--- config.mk ---
export PLATFORM = sky130hd
export DESIGN_NAME = double_buffered_flash_sector_writeback_unit
export DESIGN_NICKNAME = d
export VERILOG_FILES = /design/src/sv/dbfw_pkg.sv /design/src/sv/dbfw_queue.sv /design/src/sv/dbfw_front.sv /design/src/sv/dbfw_back.sv /design/src/sv/double_buffered_flash_sector_writeback_unit.sv
export SDC_FILE = /design/constraint.sdc
export NUM_CORES = 1
export LEC_CHECK = 0
export ABC_AREA = 1
export BUFFER_PORTS_ARGS = -buffer_cell sky130_fd_sc_hd__buf_2
export CORE_ASPECT_RATIO = 0.9
export CORE_UTILIZATION = 60
export CTS_CLUSTER_DIAMETER = 80
export DETAILED_ROUTE_END_ITERATION = 16
export PLACE_DENSITY = 0.91
export SYNTH_ARGS = -nofsm -noshare
export SYNTH_HDL_FRONTEND = slang
export SYNTH_SLANG_ARGS = --single-unit
--- constraint.sdc ---
create_clock -name aclk -period 7.9 [get_ports aclk]
set_input_delay 1.185 -clock aclk [delete_from_list [all_inputs] [get_ports aclk]]
set_output_delay 1.185 -clock aclk [all_outputs]
set_load 0.02 [all_outputs]
--- src/sv/dbfw_pkg.sv ---
// ----------------------------------------------------------------------------
// dbfw_pkg
// Shared types and constants for the sector write-back buffer controller.
// ----------------------------------------------------------------------------
package dbfw_pkg;

    localparam int ADDR_W    = 25;
    localparam int TOTAL_W   = 17;
    localparam int BOFF_W    = 12;
    localparam int CNT_W     = 10;
    localparam int BN_W      = 16;
    localparam int LEN_W     = 10;
    localparam int MAX_MERGE = 7;

    typedef enum logic [1:0] {
        OP_WRITE = 2'd0,
        OP_READ  = 2'd1,
        OP_TICK  = 2'd2,
        OP_SYNC  = 2'd3
    } opcode_t;

    typedef enum logic [3:0] {
        K_NONE      = 4'd0,
        K_WRITE     = 4'd1,
        K_READ_BUF  = 4'd2,
        K_READ_FL   = 4'd3,
        K_MERGE     = 4'd4,
        K_ERASE     = 4'd5,
        K_PROGRAM   = 4'd6,
        K_DONE      = 4'd7,
        K_RANGE_ERR = 4'd8,
        K_RETRY     = 4'd9,
        K_SYNC_BUSY = 4'd10
    } kind_t;

    typedef enum logic [1:0] {
        BP_FREE     = 2'd0,
        BP_ACTIVE   = 2'd1,
        BP_PENDING  = 2'd2,
        BP_FLUSHING = 2'd3
    } bphase_t;

    typedef enum logic [2:0] {
        FL_IDLE        = 3'd0,
        FL_ERASE_START = 3'd1,
        FL_ERASE_WAIT  = 3'd2,
        FL_PAGE_START  = 3'd3,
        FL_DMA_WAIT    = 3'd4,
        FL_BUSY_WAIT   = 3'd5
    } fphase_t;

    typedef struct packed {
        kind_t               kind;
        logic [ADDR_W-1:0]   addr;
        logic                sel;
        logic [BOFF_W-1:0]   boff;
        logic [CNT_W-1:0]    cnt;
    } res_t;

endpackage

--- src/sv/dbfw_queue.sv ---
// ----------------------------------------------------------------------------
// dbfw_queue
// Two-entry FIFO between the classifying front end and the result back end.
// ----------------------------------------------------------------------------
module dbfw_queue #(
    parameter int W = 64
) (
    input  logic         aclk,
    input  logic         aresetn,
    input  logic         push,
    input  logic [W-1:0] push_data,
    output logic         full,
    input  logic         pop,
    output logic         q_valid,
    output logic [W-1:0] q_data
);
    logic [W-1:0] mem [2];
    logic         wptr_reg, rptr_reg;
    logic [1:0]   count_reg;

    always_ff @(posedge aclk) begin
        if (push) begin
            mem[wptr_reg] <= push_data;
        end
    end

    always_ff @(posedge aclk) begin
        if (!aresetn) begin
            wptr_reg  <= 1'b0;
            rptr_reg  <= 1'b0;
            count_reg <= 2'd0;
        end else begin
            if (push) wptr_reg <= ~wptr_reg;
            if (pop)  rptr_reg <= ~rptr_reg;
            count_reg <= count_reg + 2'(push) - 2'(pop);
        end
    end

    assign full    = count_reg == 2'd2;
    assign q_valid = count_reg != 2'd0;
    assign q_data  = mem[rptr_reg];
endmodule

--- src/sv/dbfw_front.sv ---
// ----------------------------------------------------------------------------
// dbfw_front
// Accepts items, keeps buffer and flush-engine state, and queues at most one result
// descriptor per item (erase descriptors carry the clean-block merge mask).
// ----------------------------------------------------------------------------
module dbfw_front #(
    parameter int SECTOR_BYTES = 4096,
    parameter int BLOCK_BYTES  = 512,
    parameter int PAGE_BYTES   = 256,
    parameter int MW           = 8
) (
    input  logic                          aclk,
    input  logic                          aresetn,
    input  logic                          s_valid,
    output logic                          s_ready,
    input  logic [1:0]                    s_opcode,
    input  logic [dbfw_pkg::BN_W-1:0]     s_block_number,
    input  logic [dbfw_pkg::LEN_W-1:0]    s_byte_offset,
    input  logic [dbfw_pkg::LEN_W-1:0]    s_byte_length,
    input  logic                          s_flash_busy,
    input  logic                          s_dma_done,
    input  logic                          cfg_valid,
    input  logic [dbfw_pkg::TOTAL_W-1:0]  cfg_data,
    input  logic                          q_full,
    output logic                          push,
    output dbfw_pkg::res_t                push_res,
    output logic [MW-1:0]                 push_mask
);
    import dbfw_pkg::*;

    localparam int SL   = $clog2(SECTOR_BYTES);
    localparam int BL   = $clog2(BLOCK_BYTES);
    localparam int PL   = $clog2(PAGE_BYTES);
    localparam int PPS  = SECTOR_BYTES / PAGE_BYTES;
    localparam int PCW  = $clog2(PPS);
    localparam int SW   = ADDR_W - SL;
    localparam int BIW  = SL - BL;
    localparam int AWW  = BN_W + BL + 1;
    localparam int CW   = 14;

    logic [TOTAL_W-1:0] total_reg;
    logic [SW-1:0]      held_reg [2], held_next [2];
    logic [1:0]         svalid_reg, svalid_next;
    logic [MW-1:0]      dirty_reg [2], dirty_next [2];
    bphase_t            bph_reg [2], bph_next [2];
    logic               active_reg, active_next;
    fphase_t            fph_reg, fph_next;
    logic               fbuf_reg, fbuf_next;
    logic [PCW-1:0]     page_reg, page_next;

    logic               acc;
    logic               range_bad;
    logic [AWW-1:0]     addr_wide;
    logic [ADDR_W-1:0]  addr;
    logic [SW-1:0]      sector;
    logic [SL-1:0]      osec;
    logic [BIW-1:0]     bidx;
    logic [MW-1:0]      blk_bit;
    logic [ADDR_W-1:0]  base;
    logic               a, nx, hit, hit0, hit1, fb;
    logic [MW-1:0]      full_mask;

    assign s_ready = !q_full;
    assign acc     = s_valid && s_ready;
    assign full_mask = '1;

    always_comb begin
        range_bad = ({1'b0, s_block_number} >= total_reg)
                 || (CW'(s_byte_offset) > CW'(BLOCK_BYTES))
                 || (CW'(s_byte_length) + CW'(s_byte_offset) > CW'(BLOCK_BYTES));
        addr_wide = (AWW'(s_block_number) << BL) + AWW'(s_byte_offset);
        addr      = addr_wide[ADDR_W-1:0];
        sector    = addr[ADDR_W-1:SL];
        osec      = addr[SL-1:0];
        bidx      = osec[SL-1:BL];
        blk_bit   = (32'(bidx) < MW) ? (MW'(1) << bidx) : '0;
    end

    always_comb begin
        held_next   = held_reg;
        svalid_next = svalid_reg;
        dirty_next  = dirty_reg;
        bph_next    = bph_reg;
        active_next = active_reg;
        fph_next    = fph_reg;
        fbuf_next   = fbuf_reg;
        page_next   = page_reg;
        push        = 1'b0;
        push_res    = '0;
        push_mask   = '0;
        a    = active_reg;
        nx   = ~active_reg;
        hit0 = 1'b0;
        hit1 = 1'b0;
        hit  = 1'b0;
        fb   = fbuf_reg;
        base = {held_reg[fbuf_reg], SL'(0)};

        if (acc) begin
            case (opcode_t'(s_opcode))
                OP_WRITE, OP_READ: begin
                    push = 1'b1;
                    if (range_bad) begin
                        push_res.kind = K_RANGE_ERR;
                    end else if (opcode_t'(s_opcode) == OP_READ) begin
                        hit0 = svalid_reg[0] && bph_reg[0] != BP_FREE
                               && held_reg[0] == sector;
                        hit1 = svalid_reg[1] && bph_reg[1] != BP_FREE
                               && held_reg[1] == sector;
                        hit  = !hit0;
                        push_res.cnt = s_byte_length;
                        if ((hit0 || hit1) && (dirty_reg[hit] & blk_bit) != '0) begin
                            push_res.kind = K_READ_BUF;
                            push_res.sel  = hit;
                            push_res.boff = BOFF_W'(osec);
                        end else begin
                            push_res.kind = K_READ_FL;
                            push_res.addr = addr;
                        end
                    end else begin
                        if (!(svalid_reg[a] && bph_reg[a] == BP_ACTIVE
                              && held_reg[a] == sector)) begin
                            if (bph_reg[a] == BP_ACTIVE && dirty_reg[a] != '0)
                                bph_next[a] = BP_PENDING;
                            if (bph_reg[nx] == BP_PENDING || bph_reg[nx] == BP_FLUSHING) begin
                                push_res.kind = K_RETRY;
                            end else begin
                                a               = nx;
                                active_next     = nx;
                                held_next[nx]   = sector;
                                svalid_next[nx] = 1'b1;
                                dirty_next[nx]  = '0;
                                bph_next[nx]    = BP_ACTIVE;
                            end
                        end
                        if (push_res.kind != K_RETRY) begin
                            if (s_byte_length != '0)
                                dirty_next[a] = dirty_next[a] | blk_bit;
                            push_res.kind = K_WRITE;
                            push_res.sel  = a;
                            push_res.boff = BOFF_W'(osec);
                            push_res.cnt  = s_byte_length;
                            if (dirty_next[a] == full_mask) begin
                                bph_next[a] = BP_PENDING;
                                active_next = ~a;
                            end
                        end
                    end
                end
                OP_TICK: begin
                    case (fph_reg)
                        FL_ERASE_START: begin
                            if (dirty_reg[fb] != full_mask)
                                push_mask = ~dirty_reg[fb];
                            dirty_next[fb] = full_mask;
                            push          = 1'b1;
                            push_res.kind = K_ERASE;
                            push_res.addr = base;
                            push_res.sel  = fb;
                            fph_next      = FL_ERASE_WAIT;
                        end
                        FL_ERASE_WAIT: begin
                            if (!s_flash_busy) begin
                                page_next = '0;
                                fph_next  = FL_PAGE_START;
                            end
                        end
                        FL_PAGE_START: begin
                            push          = 1'b1;
                            push_res.kind = K_PROGRAM;
                            push_res.addr = base | (ADDR_W'(page_reg) << PL);
                            push_res.sel  = fb;
                            push_res.boff = BOFF_W'(32'(page_reg) << PL);
                            push_res.cnt  = CNT_W'(PAGE_BYTES);
                            fph_next      = FL_DMA_WAIT;
                        end
                        FL_DMA_WAIT: begin
                            if (s_dma_done) fph_next = FL_BUSY_WAIT;
                        end
                        FL_BUSY_WAIT: begin
                            if (!s_flash_busy) begin
                                if (page_reg != PCW'(PPS - 1)) begin
                                    page_next = page_reg + 1'b1;
                                    fph_next  = FL_PAGE_START;
                                end else begin
                                    dirty_next[fb] = '0;
                                    bph_next[fb]   = BP_FREE;
                                    push           = 1'b1;
                                    push_res.kind  = K_DONE;
                                    push_res.addr  = base;
                                    push_res.sel   = fb;
                                    fbuf_next      = 1'b0;
                                    page_next      = '0;
                                    fph_next       = FL_IDLE;
                                end
                            end
                        end
                        default: begin
                            fph_next = FL_IDLE;
                            if (bph_reg[0] == BP_PENDING) begin
                                fbuf_next   = 1'b0;
                                bph_next[0] = BP_FLUSHING;
                                fph_next    = FL_ERASE_START;
                            end else if (bph_reg[1] == BP_PENDING) begin
                                fbuf_next   = 1'b1;
                                bph_next[1] = BP_FLUSHING;
                                fph_next    = FL_ERASE_START;
                            end
                        end
                    endcase
                end
                default: begin
                    if (bph_reg[a] == BP_ACTIVE && dirty_reg[a] != '0)
                        bph_next[a] = BP_PENDING;
                    push = 1'b1;
                    if (fph_reg != FL_IDLE
                        || bph_next[0] == BP_PENDING || bph_next[0] == BP_FLUSHING
                        || bph_next[1] == BP_PENDING || bph_next[1] == BP_FLUSHING)
                        push_res.kind = K_SYNC_BUSY;
                    else
                        push_res.kind = K_DONE;
                end
            endcase
        end
    end

    always_ff @(posedge aclk) begin
        if (!aresetn) begin
            total_reg  <= TOTAL_W'(65536);
            held_reg   <= '{default: '0};
            svalid_reg <= '0;
            dirty_reg  <= '{default: '0};
            bph_reg    <= '{default: BP_FREE};
            active_reg <= 1'b0;
            fph_reg    <= FL_IDLE;
            fbuf_reg   <= 1'b0;
            page_reg   <= '0;
        end else begin
            if (cfg_valid) total_reg <= cfg_data;
            held_reg   <= held_next;
            svalid_reg <= svalid_next;
            dirty_reg  <= dirty_next;
            bph_reg    <= bph_next;
            active_reg <= active_next;
            fph_reg    <= fph_next;
            fbuf_reg   <= fbuf_next;
            page_reg   <= page_next;
        end
    end
endmodule

--- src/sv/dbfw_back.sv ---
// ----------------------------------------------------------------------------
// dbfw_back
// Expands queued descriptors into result transfers: merge reads of clean
// blocks come first, then the descriptor itself marked last.
// ----------------------------------------------------------------------------
module dbfw_back #(
    parameter int BLOCK_BYTES = 512,
    parameter int MW          = 8
) (
    input  logic                         aclk,
    input  logic                         aresetn,
    input  logic                         q_valid,
    input  dbfw_pkg::res_t               q_res,
    input  logic [MW-1:0]                q_mask,
    output logic                         pop,
    output logic                         m_valid,
    input  logic                         m_ready,
    output logic [3:0]                   m_kind,
    output logic [dbfw_pkg::ADDR_W-1:0]  m_flash_address,
    output logic                         m_buffer_select,
    output logic [dbfw_pkg::BOFF_W-1:0]  m_buffer_offset,
    output logic [dbfw_pkg::CNT_W-1:0]   m_byte_count,
    output logic                         m_last
);
    import dbfw_pkg::*;

    localparam int BL  = $clog2(BLOCK_BYTES);
    localparam int IW  = (MW > 1) ? $clog2(MW) : 1;

    logic          cur_valid_reg;
    res_t          cur_reg;
    logic [MW-1:0] mask_reg;
    logic [2:0]    nm_reg;
    logic          m_valid_reg, m_last_reg;
    res_t          m_res_reg;
    logic          slot_free, do_merge;
    logic [IW-1:0] low_idx;

    assign slot_free = !m_valid_reg || m_ready;
    assign pop       = !cur_valid_reg && q_valid;
    assign do_merge  = mask_reg != '0 && nm_reg != 3'(MAX_MERGE);

    always_comb begin
        low_idx = '0;
        for (int i = MW - 1; i >= 0; i--) begin
            if (mask_reg[i]) low_idx = IW'(i);
        end
    end

    always_ff @(posedge aclk) begin
        if (cur_valid_reg && slot_free) begin
            if (do_merge) begin
                m_res_reg.kind <= K_MERGE;
                m_res_reg.addr <= cur_reg.addr | (ADDR_W'(low_idx) << BL);
                m_res_reg.sel  <= cur_reg.sel;
                m_res_reg.boff <= BOFF_W'(32'(low_idx) << BL);
                m_res_reg.cnt  <= CNT_W'(BLOCK_BYTES);
                m_last_reg     <= 1'b0;
            end else begin
                m_res_reg  <= cur_reg;
                m_last_reg <= 1'b1;
            end
        end
        if (pop) begin
            cur_reg <= q_res;
        end
    end

    always_ff @(posedge aclk) begin
        if (!aresetn) begin
            cur_valid_reg <= 1'b0;
            mask_reg      <= '0;
            nm_reg        <= '0;
            m_valid_reg   <= 1'b0;
        end else begin
            if (pop) begin
                cur_valid_reg <= 1'b1;
                mask_reg      <= q_mask;
                nm_reg        <= '0;
            end else if (cur_valid_reg && slot_free) begin
                if (do_merge) begin
                    mask_reg[low_idx] <= 1'b0;
                    nm_reg            <= nm_reg + 3'd1;
                end else begin
                    cur_valid_reg <= 1'b0;
                end
            end
            if (slot_free) m_valid_reg <= cur_valid_reg;
        end
    end

    assign m_valid         = m_valid_reg;
    assign m_kind          = m_res_reg.kind;
    assign m_flash_address = m_res_reg.addr;
    assign m_buffer_select = m_res_reg.sel;
    assign m_buffer_offset = m_res_reg.boff;
    assign m_byte_count    = m_res_reg.cnt;
    assign m_last          = m_last_reg;
endmodule

--- src/sv/double_buffered_flash_sector_writeback_unit.sv ---
// ----------------------------------------------------------------------------
// double_buffered_flash_sector_writeback_unit
// Metadata controller for two sector write-back buffers in front of NOR flash.
//
//   channel   dir  handshake           payload
//   s_*       in   s_valid/s_ready     opcode, block, offset, length, status
//   m_*       out  m_valid/m_ready     kind, address, buffer, offset, count, last
//   cfg_*     in   cfg_valid/cfg_ready block limit
//
// An item is classified and its state updated in the cycle it is taken; its
// result passes the queue and the back end's current and output registers.
// Erase ticks give up to eight transfers, one per cycle while m_ready holds,
// others one or none. The front takes items while the two-entry queue has
// room, so output stalls back up there. Synchronous active-low reset.
// ----------------------------------------------------------------------------
module double_buffered_flash_sector_writeback_unit #(
    parameter int SECTOR_BYTES = 4096,
    parameter int BLOCK_BYTES  = 512,
    parameter int PAGE_BYTES   = 256
) (
    input  logic                          aclk,
    input  logic                          aresetn,
    input  logic                          s_valid,
    output logic                          s_ready,
    input  logic [1:0]                    s_opcode,
    input  logic [dbfw_pkg::BN_W-1:0]     s_block_number,
    input  logic [dbfw_pkg::LEN_W-1:0]    s_byte_offset,
    input  logic [dbfw_pkg::LEN_W-1:0]    s_byte_length,
    input  logic                          s_flash_busy,
    input  logic                          s_dma_done,
    input  logic                          cfg_valid,
    output logic                          cfg_ready,
    input  logic [dbfw_pkg::TOTAL_W-1:0]  cfg_data,
    output logic                          m_valid,
    input  logic                          m_ready,
    output logic [3:0]                    m_kind,
    output logic [dbfw_pkg::ADDR_W-1:0]   m_flash_address,
    output logic                          m_buffer_select,
    output logic [dbfw_pkg::BOFF_W-1:0]   m_buffer_offset,
    output logic [dbfw_pkg::CNT_W-1:0]    m_byte_count,
    output logic                          m_last
);
    import dbfw_pkg::*;

    localparam int BPS = SECTOR_BYTES / BLOCK_BYTES;
    localparam int MW  = (BPS >= 32) ? 32 : BPS;
    localparam int QW  = $bits(res_t) + MW;

    logic          push, q_full, pop, q_valid;
    res_t          push_res, q_res;
    logic [MW-1:0] push_mask, q_mask;
    logic [QW-1:0] q_data;

    assign cfg_ready = 1'b1;

    dbfw_front #(
        .SECTOR_BYTES(SECTOR_BYTES),
        .BLOCK_BYTES (BLOCK_BYTES),
        .PAGE_BYTES  (PAGE_BYTES),
        .MW          (MW)
    ) u_front (
        .aclk          (aclk),
        .aresetn       (aresetn),
        .s_valid       (s_valid),
        .s_ready       (s_ready),
        .s_opcode      (s_opcode),
        .s_block_number(s_block_number),
        .s_byte_offset (s_byte_offset),
        .s_byte_length (s_byte_length),
        .s_flash_busy  (s_flash_busy),
        .s_dma_done    (s_dma_done),
        .cfg_valid     (cfg_valid),
        .cfg_data      (cfg_data),
        .q_full        (q_full),
        .push          (push),
        .push_res      (push_res),
        .push_mask     (push_mask)
    );

    dbfw_queue #(.W(QW)) u_queue (
        .aclk     (aclk),
        .aresetn  (aresetn),
        .push     (push),
        .push_data({push_mask, push_res}),
        .full     (q_full),
        .pop      (pop),
        .q_valid  (q_valid),
        .q_data   (q_data)
    );

    assign q_res  = q_data[$bits(res_t)-1:0];
    assign q_mask = q_data[QW-1:$bits(res_t)];

    dbfw_back #(
        .BLOCK_BYTES(BLOCK_BYTES),
        .MW         (MW)
    ) u_back (
        .aclk           (aclk),
        .aresetn        (aresetn),
        .q_valid        (q_valid),
        .q_res          (q_res),
        .q_mask         (q_mask),
        .pop            (pop),
        .m_valid        (m_valid),
        .m_ready        (m_ready),
        .m_kind         (m_kind),
        .m_flash_address(m_flash_address),
        .m_buffer_select(m_buffer_select),
        .m_buffer_offset(m_buffer_offset),
        .m_byte_count   (m_byte_count),
        .m_last         (m_last)
    );
endmodule

==> summary.md, run 1 <==
| Metric | Value |
|---|---|
| Static leakage | roughly 7.7 nW |
| Type of destination of the critical path | flop |
| Top cells by area, synth | edfxtp_1 (42%), dfxtp_1 (12%), nand2_1 (8.3%) |
| DP Wirelength | 28.6 mm |
| TritonCTS buffer count | 31 |
| Clock skew | ~0.029 ns |
| Cell count after synthesis | 1765 |
| RSZ-0062 raised after global routing | false |
| Seq/Total Area, Yosys | 54.0% |
| Arr. time, crit path | roughly 4.7 ns |
| Boundary Pins | around 120 |
| Hold Path Cell Cnt | 0 |
| Worst VDD drop | 205 uV |
| Final setup fails | 0 |
| Vias | between 10000 and 15000 |
| Pwr Density | approximately 290 nW/um^2 |
| # port buffers | roughly 120 |
| YS warnings | 0 |
| Final Hold Viols | 0 |
| Num Clock Sinks | ~320 |
| Worst skew pair latency | around 0.58 ns |
| Dominant cell type by area after synthesis | edfxtp_1 |
| Number of global-route vias before repair | 12620 |
| H-tree depth reported by CTS | 1 |
| P&R area growth vs syn | 11.8% |
| Drt initial violations | ~1700 |
| Yosys cell types | 59 |
| Initial antenna violation count | 1 |
| Worst path cell trace | buf_2 > ha_1 > inv_1 > fa_1 > o21ai_0 > a21oi_1 > o21bai_1 > a21o_1 > nand2_1 > nand3_1 > nand4_1 > nand2_1 > nand2_1 > inv_1 > nand3_1 > nor2_1 > nand2_1 > nor2_1 > nor2_1 |
| Clk pin slew, worst setup/hold paths | approximately 0.060 ns |
| Worst path slowest cell | nand2_1 |
| CTS Buffer Depth | 3 |
| Die Y | between 150 and 200 um |
| Status | completed |
| Core footprint | about 26000 um^2 |
| Starting Density | between 60 and 70% |
| CP peak stage delay | between 0.5 and 0.6 ns |
| Yosys reg bits | 317 |
| CP startpoint kind | input pin |
| Number of synthesized flops with an enable pin | 225 |
| Fill cell count | between 1500 and 2000 |
| Post-CTS Setup Bufs | 0 |
| CTS tree | yes |
| Die area | between 20000 and 30000 um^2 |
| Detailed Route WL | between 40 and 50 mm |
| Hold buffer count at CTS | 0 |
| Most common cell after layout, fill and taps aside | nand2_1 |
| Drt wl/cell | between 15 and 20 um |
| WP data required | 8.34 ns |
| Max-cap viol count | 0 |
| Post-CTS Resized | 0 |
| Worst hold margin | 0.413 ns |
| Yosys top cell area share | a little over two fifths |
| Most frequent cells in the layout | nand2_1 (350), inv_1 (235), edfxtp_1 (225) |
| Drt pass-1 iters | 7 |
| Rows | 56 |
| Global route total overflow | 0 |
| Slew @ Worst Pin | ~1.2 ns |
| Post-route ant nets | 0 |
| Layout cell share with drive strength beyond 1 | roughly 15% |
| Root buf cell | clkbuf_16 |
| TNS Setup | 0 ns |
| Max_slew headroom | a little over a fifth |
| Fin crit period | roughly 4.2 ns |
| Routability cong. | between 0.9 and 1 |
| Reg2Reg Depth | 8 |
| Total track usage | a little under a third |
| Synthesized Nets | about 1900 |
| Largest register FFs | 120 |
| Hold crit path type | flop to flop |
| Crit-path max FO | 27 |
| Die Wd | 174 um |
| Async S/R FF share, synth | 0% |
| FF+latch area | between 8000 and 9000 um^2 |
| Max-slew violation count | 0 |
| Via-to-Cell Ratio | 5.90 |
| Final Cycle Share | between 50% and 60% |
| Mapped Area | between 15000 and 20000 um^2 |
| Global-route wire length before repair | between 60 and 70 mm |
| Most used flip-flop cell after synthesis | edfxtp_1 |
| Syn Area/Cell | about 9.0 um^2 |
| Drc violations | 0 |
| Critical path type | input pin to flop |
| Most used cell, CP | nand2_1 |
| Fmax | 238 MHz |
| Nets@finish | 1970 |
| Multi-input combinational cell area | 6240 um^2 |
| Largest net degree at the start of global routing | 68 |
-- area by class of cell --
| type | count | area share [%] |
|---|---|---|
| flip-flops and latches | 317 | 48.3 |
| repair buffers | 127 | 3.72 |
| clock inverters | 18 | 0.738 |
| multi-input cells | 1155 | 35.0 |
| inverters | 242 | 5.10 |
| diodes | 1 | 0.0140 |
| well taps | 348 | 2.44 |
| clock buffers | 40 | 4.66 |
-- cells in the mapped netlist (all sizes together) (2+ instances only) --
| cell | n |
|---|---|
| nand3 | 108 |
| xnor2 | 5 |
| o211ai | 23 |
| buf | 14 |
| nor3b | 4 |
| a21boi | 3 |
| nor3 | 50 |
| clkinv | 3 |
| o2111ai | 3 |
| o21a | 5 |
| a21oi | 107 |
| nand3b | 9 |
| and3 | 2 |
| mux2 | 56 |
| o21bai | 5 |
| nand4 | 29 |
| nor4 | 10 |
| ha | 33 |
| a221oi | 2 |
| o21ai | 72 |
| or2 | 3 |
| clkbuf | 37 |
| a31oi | 6 |
| xor2 | 17 |
| nor2 | 207 |
| a211oi | 13 |
| nand2 | 367 |
| edfxtp | 225 |
| inv | 239 |
| dfxtp | 92 |
-- logic make-up (layout without fill, tap and decap cells) --
family / Yosys count / count (layout) / share of synthesized area [%]
AND/OR/NAND/NOR: 791 / 791 / 21.8
adder cells (fa/ha/maj): 34 / 34 / 2.72
AO/OA/AOI/OAI: 249 / 249 / 9.00
buffers and inverters: 293 / 427 / 7.05
flip-flops: 317 / 317 / 54.0
multiplexers: 57 / 57 / 4.02
XOR/XNOR: 23 / 23 / 1.35
other: 1 / 2 / 0.0235
-- through the flow --
stage / instances / utilization [%] / area [um^2] / total power [mW] / setup slack (ns)
2_1_floorplan: 1765 / - / 15900 / 3.32 / 2.98
3_3_place_gp: 2189 / 64.6 / 16800 / 3.67 / 3.44
3_5_place_dp: 2189 / 64.6 / 16800 / 3.75 / 3.24
4_1_cts: 2247 / 68.3 / 17800 / 5.17 / 3.77
5_1_grt: 2247 / 68.3 / 17800 / 5.39 / 3.29
6_report: 2248 / 68.3 / 17800 / 5.17 / 3.69
-- where the power goes --
part           internal (mW)  total [mW]  switching [mW]
sequential              2.27        2.39           0.121
clock                  0.777        1.41           0.634
combinational          0.404        1.37           0.965
total                   3.45        5.17            1.72
-- routing by layer --
layer	track usage, %	vias to the layer above	wire length (um)	share of wire [%]
li1	-	6186	-	-
met4	12.7	0	1750	4.2
met2	51.5	762	19500	47
met3	4.49	157	3790	9.1
met5	0	-	0	0
met1	39.7	6149	16800	40
-- path summary, 6_finish.rpt --
| path | from | to | slack, ns |
|---|---|---|---|
| setup / recovery | s_byte_offset[0] | u_front.held_reg[4] | 3.69 |
| hold / removal | u_back.cur_reg[26] | u_back.m_flash_address[3] | 0.41 |
| setup reg to reg | u_front.active_reg | u_queue.mem[0][51] | 4.10 |
| hold reg to reg | u_back.cur_reg[26] | u_back.m_flash_address[3] | 0.41 |
-- critical path: cells and delay by family --
| family | cells | cell delay [ns] |
|---|---|---|
| AND/OR/NAND/NOR | 10 | 1.73 |
| AO/OA/AOI/OAI | 4 | 0.85 |
| adder cells (fa/ha/maj) | 2 | 0.57 |
| buffers and inverters | 3 | 0.28 |
(Power assumes the default switching activity.)
==> run 2: changes to the inputs <==
--- a/config.mk
+++ b/config.mk
@@ -5,13 +5,13 @@
 export SDC_FILE = /design/constraint.sdc
 export NUM_CORES = 1
 export LEC_CHECK = 0
-export ABC_AREA = 1
+export ABC_AREA = 0
 export BUFFER_PORTS_ARGS = -buffer_cell sky130_fd_sc_hd__buf_2
 export CORE_ASPECT_RATIO = 0.9
 export CORE_UTILIZATION = 60
 export CTS_CLUSTER_DIAMETER = 80
 export DETAILED_ROUTE_END_ITERATION = 16
-export PLACE_DENSITY = 0.91
+export PLACE_DENSITY = 0.9
 export SYNTH_ARGS = -nofsm -noshare
 export SYNTH_HDL_FRONTEND = slang
 export SYNTH_SLANG_ARGS = --single-unit
==> constraint.sdc (replaced) <==
create_clock -name aclk -period 4 [get_ports aclk]
set_input_delay 0.6 -clock aclk [delete_from_list [all_inputs] [get_ports aclk]]
set_output_delay 0.6 -clock aclk [all_outputs]
set_load 0.02 [all_outputs]
==> run 2 against run 1 <==
Net effect: cell area up 3.5%; sequential share of layout area decreased by 1.6 points; die area up 0.82%; global-route usage is 0.87 points higher; combinational power up 74%; register-to-register slack lost 3.8 ns; synthesized cell count is 20% lower; cell count shrank 14%; non-clock buffer count increased by 84; via count down 6.4%; setup slack got worse by 3.5 ns; synthesized area increased by 0.83%; critical path type unchanged.
==> summary.md, run 2 <==
| Metric | Value |
|---|---|
| Status | completed |
| Gate power share | 23.6% (-2.9 points) |
| Worst path slowest cell | nor2b_1 |
| Synth Area in Simple Gates | 14.5% (-7.4 points) |
| CTS tree | yes |
| Arr. time, crit path | 4.17 ns (-0.48 ns) |
| Seq/Total Area, Yosys | 53.5% (-0.45 points) |
| Routability cong. | 0.997 (+2.5%) |
| Internal power | 6.96 mW (+100%) |
| Post-route ant nets | 0 (unchanged) |
| Worst hold margin | 0.256 ns (-0.158 ns) |
| Largest net degree at the start of global routing | 61 (-10%) |
| DP Wirelength | 29.3 mm (+2.8%) |
| P&R area growth vs syn | 14.9% |
| Cell count after synthesis | 1407 (-20%) |
| Async S/R FF share, synth | 0% (unchanged) |
| Global route total overflow | 0 (unchanged) |
| Static leakage | 6.94 nW (-10%) |
| Die Wd | 174 um (+0.41%) |
| TNS Setup | 0 ns (unchanged) |
| Worst skew pair latency | 0.58 ns (about the same) |
| Post-synthesis compound-gate area fraction | 12.9% (+3.9 points) |
| H-tree depth reported by CTS | 1 (unchanged) |
| Core footprint | 26200 um^2 (+0.54%) |
| Switch share | 31.0% (-2.3 points) |
| Final Cycle Share | between 90% and 100% |
| Die Y | 157 um (+0.41%) |
| Number of synthesized flops with an enable pin | 225 (unchanged) |
| Crit-path max FO | 11 (-59%) |
| Starting Density | 61.3% (+0.18 points) |
| WP data required | 4.41 ns (-3.93 ns) |
| Post-CTS Resized | 0 (unchanged) |
| Boundary Pins | 118 (unchanged) |
| TritonCTS buffer count | 31 (unchanged) |
| Drt pass-1 iters | 5 (-2) |
| Nets@finish | 1649 (-16%) |
| Layout cell share with drive strength beyond 1 | 23.0% (+8.4 points) |
| Drc violations | 0 (unchanged) |
| RSZ-0062 raised after global routing | false |
| Die area | 27400 um^2 (+0.82%) |
| Initial antenna violation count | 0 (-1) |
| Yosys reg bits | 317 (unchanged) |
| Largest register FFs | 120 (unchanged) |
| Clk pin slew, worst setup/hold paths | 0.07 ns (about the same) |
| Final setup fails | 0 (unchanged) |
| Num Clock Sinks | 317 (unchanged) |
| Yosys cell types | 88 (+49%) |
| Total track usage | 31.4% (+0.87 points) |
| Critical path type | input pin to flop |
| Root buf cell | clkbuf_16 |
| Power share of the clock group | 29.3% (+2.0 points) |
| Syn Area/Cell | 11.4 um^2 (+26%) |
| Sequential share of power | 47.1% (+0.8 points) |
| Vias | 12401 (-6.4%) |
| Ant. Diodes | 0 (-1) |
| Max-cap viol count | 0 (unchanged) |
| Mapped Area | 16100 um^2 (+0.83%) |
| YS warnings | 0 (unchanged) |
| Synth Area in Adders | 2.70% (-0.022 points) |
| Global-route wire length before repair | 66.5 mm (+1.7%) |
| Fmax | about 270 MHz |
| # port buffers | 116 (unchanged) |
| Type of destination of the critical path | flop |
| CTS Buffer Depth | 3 (unchanged) |
| Fin crit period | ~3.8 ns |
| Rows | 56 (unchanged) |
| Drt wl/cell | 22.4 um (+20%) |
| Top cells by area, synth | edfxtp_1 (42%), dfxtp_1 (11%), mux2_2 (4.7%) |
| Slew @ Worst Pin | 1.18 ns (+0.00392 ns) |
| Main combinational cell family by area after synthesis | simple AND/OR/NAND/NOR gates |
| Dominant cell type by area after synthesis | edfxtp_1 |
| Switch Pwr | 3.13 mW (+82%) |
| CP peak stage delay | 0.84 ns (+0.25 ns) |
| Synth Area in XOR/XNOR | 5.23% (+3.9 points) |
| Most used cell, CP | nor2b_1 |
| Post-CTS Setup Bufs | 0 (unchanged) |
| Number of global-route vias before repair | 11910 (-5.6%) |
| Synthesized Nets | 1503 (-19%) |
| CP startpoint kind | input pin |
| Pwr Density | 547 nW/um^2 (+88%) |
| Most common cell after layout, fill and taps aside | edfxtp_1 |
| Drt initial violations | 1425 (-15%) |
| Max_slew headroom | 21.3% (+0.46 points) |
| Worst path cell trace | buf_2 > ha_1 > inv_1 > fa_1 > nor2b_1 > o21ai_0 > a2bb2oi_1 > xnor2_1 > a41oi_1 > or3_1 > nor3_4 > nor2b_1 > and2_1 |
| Most frequent cells in the layout | edfxtp_1 (225), nor2_1 (118), buf_2 (116) |
| Via-to-Cell Ratio | 6.44 (+9.2%) |
| Clock skew | 0.0229 ns (-0.00608 ns) |
| Detailed Route WL | 43.1 mm (+3.2%) |
| Worst VDD drop | 351 uV (+71%) |
| Hold crit path type | input pin to flop |
| Most frequent cell after synthesis | edfxtp_1 |
| Max-slew violation count | 0 (unchanged) |
| Most used flip-flop cell after synthesis | edfxtp_1 |
| Hold buffer count at CTS | 0 (unchanged) |
| Final Hold Viols | 0 (unchanged) |
| Yosys top cell area share | 42.1% (-0.35 points) |
| Multiplexer area fraction after synthesis | 7.39% (+3.4 points) |
| Post-synth top cells | edfxtp_1 (225), nor2_1 (118), dfxtp_1 (92), nand2_1 (92), mux2_2 (67) |
-- run 2: cell count changes after synthesis, sizes merged, moves of 30 or more --
cell    previous run  this run
nand2            367        92
inv              239        42
nor2             207       119
nand3            108        42
a21oi            107        49
a211oi            13        54
nor2b              0        41
mux2i              1        36
xnor2              5        38
nor3              50        20
-- run 2: worst max-delay path: cells and delay by family --
family / cells / cell delay [ns]
AOI/OAI and AO/OA: 3 / 0.59
adders and majority gates: 2 / 0.63
xor gates and xnor gates: 1 / 0.16
and+or+nand+nor: 5 / 1.99
buffers and inverters: 2 / 0.19
-- run 2: metal layers --
metal,part of all wire (%),up-vias,GRT usage [%]
met5,0,-,0
li1,-,5555,-
met2,47,798,52.8
met4,2.6,0,9.69
met3,10,100,4.49
met1,40,5948,42.4
-- run 2: through the flow --
| stage | util [%] | worst slack [ns] | area [um^2] | cells | total power [mW] |
|---|---|---|---|---|---|
| after floorplan | - | 0.216 | 16100 | 1407 | 6.28 |
| after global placement | 66.5 | 0.0137 | 17400 | 1868 | 6.96 |
| after detailed placement | 66.5 | -0.144 | 17400 | 1868 | 7.11 |
| after CTS | 70.4 | 0.345 | 18400 | 1926 | 10.1 |
| after global routing | 70.4 | 0.0271 | 18400 | 1926 | 10.4 |
| final | 70.4 | 0.239 | 18400 | 1926 | 10.1 |
-- run 2: power groups by stage --
stage / logic (mW) / clock network (mW) / registers [mW]
finish: 2.38 / 2.96 / 4.75
global route: 2.54 / 3.10 / 4.81
CTS: 2.37 / 2.99 / 4.75
detailed placement: 2.32 / 0 / 4.79
global placement: 2.23 / 0 / 4.73
floorplan: 1.34 / 0 / 4.94
-- run 2: cells by family after synthesis --
group | count (synthesis)
AOI/OAI and AO/OA | 293
xor gates and xnor gates | 66
adders and majority gates | 34
buffers and inverters | 140
DFF | 317
muxes | 106
other | 1
and+or+nand+nor | 450
-- run 2: area by class of cell --
cell class,instances,area [um^2]
well taps,348,435
clock buffers,37,798
fillers,1777,7760
inverters,42,158
multi-input cells,950,6880
repair buffers,211,1340
flip-flops and latches,317,8600
clock inverters,21,230
-- run 2: final timing paths --
path,from,end,slack (ns),cells past startpoint
worst max register to register,u_front.active_reg,u_queue.mem[0][14],0.31,9
worst min-delay path,cfg_data[6],u_front.total_reg[6],0.26,3
worst min register to register,u_back.cur_reg[42],u_back.m_flash_address[19],0.41,0
worst max-delay path,s_byte_offset[0],u_queue.mem[0][14],0.24,13
